$ cat config.mk
export PLATFORM = sky130hd
export DESIGN_NAME = mi3_queue
export DESIGN_NICKNAME = d
export VERILOG_FILES = /design/src/mi3_queue.sv
export SDC_FILE = /design/constraint.sdc
export NUM_CORES = 1
export LEC_CHECK = 0
export BUFFER_PORTS_ARGS = -buffer_cell sky130_fd_sc_hd__buf_2
export CORE_UTILIZATION = 23
export CTS_BUF_LIST = sky130_fd_sc_hd__clkbuf_8
export DETAILED_ROUTE_END_ITERATION = 7
export PLACE_DENSITY = 0.51
export SYNTH_ARGS = -nofsm -noshare
export SYNTH_HDL_FRONTEND = slang
export SYNTH_SLANG_ARGS = --single-unit
export TNS_END_PERCENT = 1
$ cat constraint.sdc
create_clock -name aclk -period 2.8 [get_ports aclk]
set_input_delay 0.28 -clock aclk [delete_from_list [all_inputs] [get_ports aclk]]
set_output_delay 0.28 -clock aclk [all_outputs]
set_load 0.02 [all_outputs]
$ cat src/mi3_queue.sv
// short fifo between the front and back pipelines
module mi3_queue #(
    parameter int EW = 8
) (
    input  logic          aclk,
    input  logic          aresetn,
    input  logic          push_valid,
    output logic          push_ready,
    input  logic [EW-1:0] push_data,
    output logic          pop_valid,
    input  logic          pop_ready,
    output logic [EW-1:0] pop_data
);

    localparam int DEPTH = 4;
    localparam int AW    = $clog2(DEPTH);
    localparam int CNTW  = $clog2(DEPTH + 1);

    logic [EW-1:0]   mem_reg [DEPTH];
    logic [AW-1:0]   wr_reg, wr_next;
    logic [AW-1:0]   rd_reg, rd_next;
    logic [CNTW-1:0] cnt_reg, cnt_next;
    logic            push, pop;

    assign push_ready = (cnt_reg != CNTW'(DEPTH));
    assign pop_valid  = (cnt_reg != '0);
    assign push       = push_valid && push_ready;
    assign pop        = pop_valid && pop_ready;
    assign pop_data   = mem_reg[rd_reg];

    always_comb begin
        wr_next  = push ? wr_reg + AW'(1) : wr_reg;
        rd_next  = pop ? rd_reg + AW'(1) : rd_reg;
        cnt_next = cnt_reg + CNTW'(push) - CNTW'(pop);
    end

    always_ff @(posedge aclk) begin
        if (!aresetn) begin
            wr_reg  <= '0;
            rd_reg  <= '0;
            cnt_reg <= '0;
        end else begin
            wr_reg  <= wr_next;
            rd_reg  <= rd_next;
            cnt_reg <= cnt_next;
        end
    end

    always_ff @(posedge aclk) begin
        if (push) begin
            mem_reg[wr_reg] <= push_data;
        end
    end

endmodule

# Word-level counts from Yosys, hierarchy flattened
# Memories as Yosys holds them, arrays and structs flattened. A register that Yosys moved wholly into a read port is not among the register bits.
# Index checks and enable logic that the tools add are counted.
[classes]
addsub = 4
eq_ne = 1
mux = 4
n_reduce_logical = 3
[op_table]
columns = ["operator", "n"]
rows = [
  ["$add A2 B1 Y2 const B", 2],
  ["$mux W2", 2],
  ["$add A3 B1 Y3", 1],
  ["$ne A3 B3 Y1 const B", 1],
  ["$reduce_bool A3 Y1", 1],
  ["$sub A3 B1 Y3", 1],
  ["$logic_and A1 B1 Y1", 2],
  ["$mux W1", 2],
]
[word_totals]
register_bits = 7
ram_bits = 32
input_bits = 12
output_inout_bits = 10
word_cells = 16
memories = 1
[mem_list]
columns = ["name", "depth", "width", "rd", "rd_ports_with_merged_regs", "wr", "line", "text"]
rows = [
  ["mem_reg", 4, 8, 1, 1, 1, "19", "logic [EW-1:0] mem_reg [DEPTH];"],
]

# Longest topological paths before layout
[depth]
depth_word = 4
mapped_depth = 11
depth_no_buf = 11

# Least setup slack after synthesis
# OpenSTA, ideal clock, no wires.
[synth_timing]
path_kind = "register to register"
start = "reg cnt_reg[1]"
end = "reg cnt_reg[2]"
setup_ps = 115
arrival_ps = 2104
required_ps = 2685
setup_slack_ps = 581
path_stages_with_launch = 12
n_path_buf = 0
synth_period_minus_slack_ps = 2219
path_cell_list = "dfxtp_1 -> nor2_1 -> a21boi_2 -> inv_1 -> ha_1 -> inv_1 -> ha_1 -> inv_1 -> fa_1 -> xnor2_1 -> xnor2_1 -> and2_1"
[synth_via]
elab_chain_cells = 4
elab_cells_between_ends = 6
cone_classes = "2 x add/sub; 1 x eq/ne; 3 x reduce/logical"
[synth_rtl]
columns = ["item", "line", "text"]
rows = [
  ["start: declaration", "22", "logic [CNTW-1:0] cnt_reg, cnt_next;"],
  ["start signal: assignment", "45", "cnt_reg <= cnt_next;"],
  ["$ne A3 B3 Y1", "25", "assign push_ready = (cnt_reg != CNTW'(DEPTH));"],
  ["$logic_and A1 B1 Y1", "27", "assign push = push_valid && push_ready;"],
  ["$add A3 B1 Y3", "34", "cnt_next = cnt_reg + CNTW'(push) - CNTW'(pop);"],
  ["$sub A3 B1 Y3 (*)", "34", ""],
]
# Every way passes the cells marked *; elsewhere a longest branch is shown, timed or not.
# A chain may end at the register's enable or synchronous reset.

# Worst setup path after layout
# Same ends and word-level chain as after synthesis.

==> flow_summary.ini <==
[setup_path]
cp-end-kind = flop
critPathMaxStageDelay_ns = 0.48
crit_type = reg2reg
crit_fanout = 7
cp.required_ns = 2.98
start_kind = flop
path_cells = nor2_1 > a21boi_2 > inv_1 > ha_1 > inv_1 > ha_1 > inv_1 > fa_1 > xnor2_1 > xnor2_1 > and2_1
slowest_stage = dfxtp_1
cp_data_arrival_time_ns = 2.60
cpMostUsedCell = inv_1

[grt]
grt_pass1_wl_um = 4620
grt_max_degree = 13
grt_pass1_vias = 910
grt_usage_pct = 8.51
antenna_found_initial = 0
grt_overflow_total = 0

[clock_network]
ctsResizeCount = 0
cts_buffer_depth = 2
insertion_delay_ns = 0.29
cts-hold-fix-buffers = 0
h-tree-depth = 2
cts_made_buffers = 5
cts_setup_buffers = 0
cts_sinks = 41
clkTransAtPathRegs_ns = 0.08
cts_root_buf = clkbuf_8
cts_tree = built

[floorplan]
die-area_mm2 = 0.00745
core_area_mm2 = 0.00683
die_w_um = 86.3
fp.dieH_um = 86.3
start_util_pct = 23.9
rows = 30
io-pin-count = 22

[synth]
synth_cells = 90
synthMuxAreaShare_pct = 12.2
synth_top_family_by_area = multiplexers
ys_warn_count = 0
yosysSeqAreaShare_pct = 69.8
synth_area_mm2 = 0.00164
synth_fa_ha_area_share_pct = 5.81
synth-simple-area-share_pct = 5.66
synth_fp_nets = 109
synth-seq-cells = 41
synth.distinct_cells = 18
avgSynthCellArea_um2 = 18.2
synth_compound_area_share_pct = 2.30
yosys.area_share.xor_xnor_pct = 2.14

[timing]
finalSetupViolCount = 0
finalMaxSlewViolations = 0
rsz0062_at_grt = false
worstMarginPinSlew_ns = 0.581
slew_headroom_pct = 61.2
fmax_ghz = 0.413
period_minus_slack_ns = 2.42
hold_violations = 0
tns_ns = 0
fin_skew_ns = 0.00668
final.period_utilization_pct = 86.4

[route]
drt_iter0_markers = 32
viasPerCell = 3.83
routedWlPerCell_um = 12.9
dr.pass1.iters = 4
routed-via-count = 808
antenna_left = 0
totalWireLength_um = 2730
drc_errors = 0

[pwr]
power_density_mw_per_mm2 = 867
leakage_nw = 0.662
vdd_drop_max_mv = 0.363

[status]
status = complete, no violations

[finish]
fin_area_mm2 = 0.00193
layout.nets = 134
multiInputGateArea_um2 = 460
finalNonFillerCells = 211
area_delta_synth_final_pct = 17.8
drive_gt1_share_pct = 33.9
mostFrequentLayoutCells = 32 x edfxtp_1, 21 x buf_2, 9 x dfxtp_1
seqCellArea_mm2 = 0.00114
nFillCells = 708
largest_reg_flops = 32
final_common_cell = edfxtp_1
final_core_util_pct = 28.2
diodes = 0

[placed_design]
dp.cells = 204
port_buffers = 21
placed_area_mm2 = 0.00185
place_congestion = 0.657
hpwl_um = 1930

[flow_run]
drv_cap = 0

[min_path]
min_path_type = in2reg
==> area by class of cell <==
cell class	instances	share of cell area (%)
sequential	41	59.3
clock buffer	5	3.57
inverter	5	0.975
timing repair buffer	21	5.46
multi-input combinational	41	23.9
clock inverter	2	0.585
tap	96	6.24
==> stage by stage <==
stage / hold WS, ns / power, W / setup slack [ns]
after CTS: 0.203 / 0.00170 / 0.347
after detailed placement: 0.501 / 0.00134 / 0.366
after global placement: 0.477 / 0.00132 / 0.493
final: 0.206 / 0.00167 / 0.381
after global routing: 0.204 / 0.00178 / 0.180
after floorplan: 0.379 / 0.00120 / 0.581
==> where the power goes <==
group	internal, W	switching [W]	total [W]
Combinational	0.000228	0.000242	0.000470
Sequential	0.000750	0.0000913	0.000841
Clock	0.000167	0.000192	0.000359
Total	0.00114	0.000524	0.00167
==> final timing paths <==
check	from	end	slack [ns]	depth (start not counted)
worst max-delay path	cnt_reg[1]$_SDFF_PN0_	cnt_reg[2]$_SDFF_PN0_	0.38	11
worst min-delay path	push_data[5]	mem_reg[1][5]$_DFFE_PP_	0.21	1
worst min register to register	wr_reg[0]$_SDFFE_PN0P_	wr_reg[0]$_SDFFE_PN0P_	0.51	2
worst max register to register	cnt_reg[1]$_SDFF_PN0_	cnt_reg[2]$_SDFF_PN0_	0.38	11
==> logic make-up after synthesis <==
logic type               Yosys count
multiplexers                      10
AO/OA/AOI/OAI                      3
buffers and inverters              8
AND/OR/NAND/NOR                   17
adder cells (fa/ha/maj)            7
flip-flops                        41
XOR/XNOR                           4
==> synth_stat cells (all sizes together) <==
| master | n | area (um^2) |
|---|---|---|
| fa | 1 | 20.0 |
| clkbuf | 2 | 7.51 |
| edfxtp | 32 | 961 |
| o311ai | 1 | 16.3 |
| xnor2 | 4 | 35.0 |
| nor2 | 1 | 3.75 |
| mux2i | 2 | 20.0 |
| nand2 | 5 | 18.8 |
| or3 | 1 | 7.51 |
| o31a | 1 | 10.0 |
| ha | 6 | 75.1 |
| a21boi | 1 | 11.3 |
| inv | 5 | 18.8 |
| mux4 | 8 | 180 |
| dfxtp | 9 | 180 |
| buf | 1 | 7.51 |
| and2 | 7 | 43.8 |
| nor2b | 3 | 18.8 |
==> critical path: cells and delay by family, from the launching register on <==
family / cells / cell delay (ns)
adders and majority gates: 3 / 0.79
AOI/OAI and AO/OA: 1 / 0.31
xor gates and xnor gates: 2 / 0.28
DFF: 1 / 0.48
and+or+nand+nor: 2 / 0.28
buffers and inverters: 3 / 0.18
==> routing by layer <==
layer	vias to the layer above	global-route usage (%)	routed length (um)
li1	380	-	-
met1	400	9.16	1120
met2	21	15.1	1440
met3	7	3.05	127
met4	0	3.64	40
met5	-	0	0
Note: power is estimated with default switching activity, not from simulation.
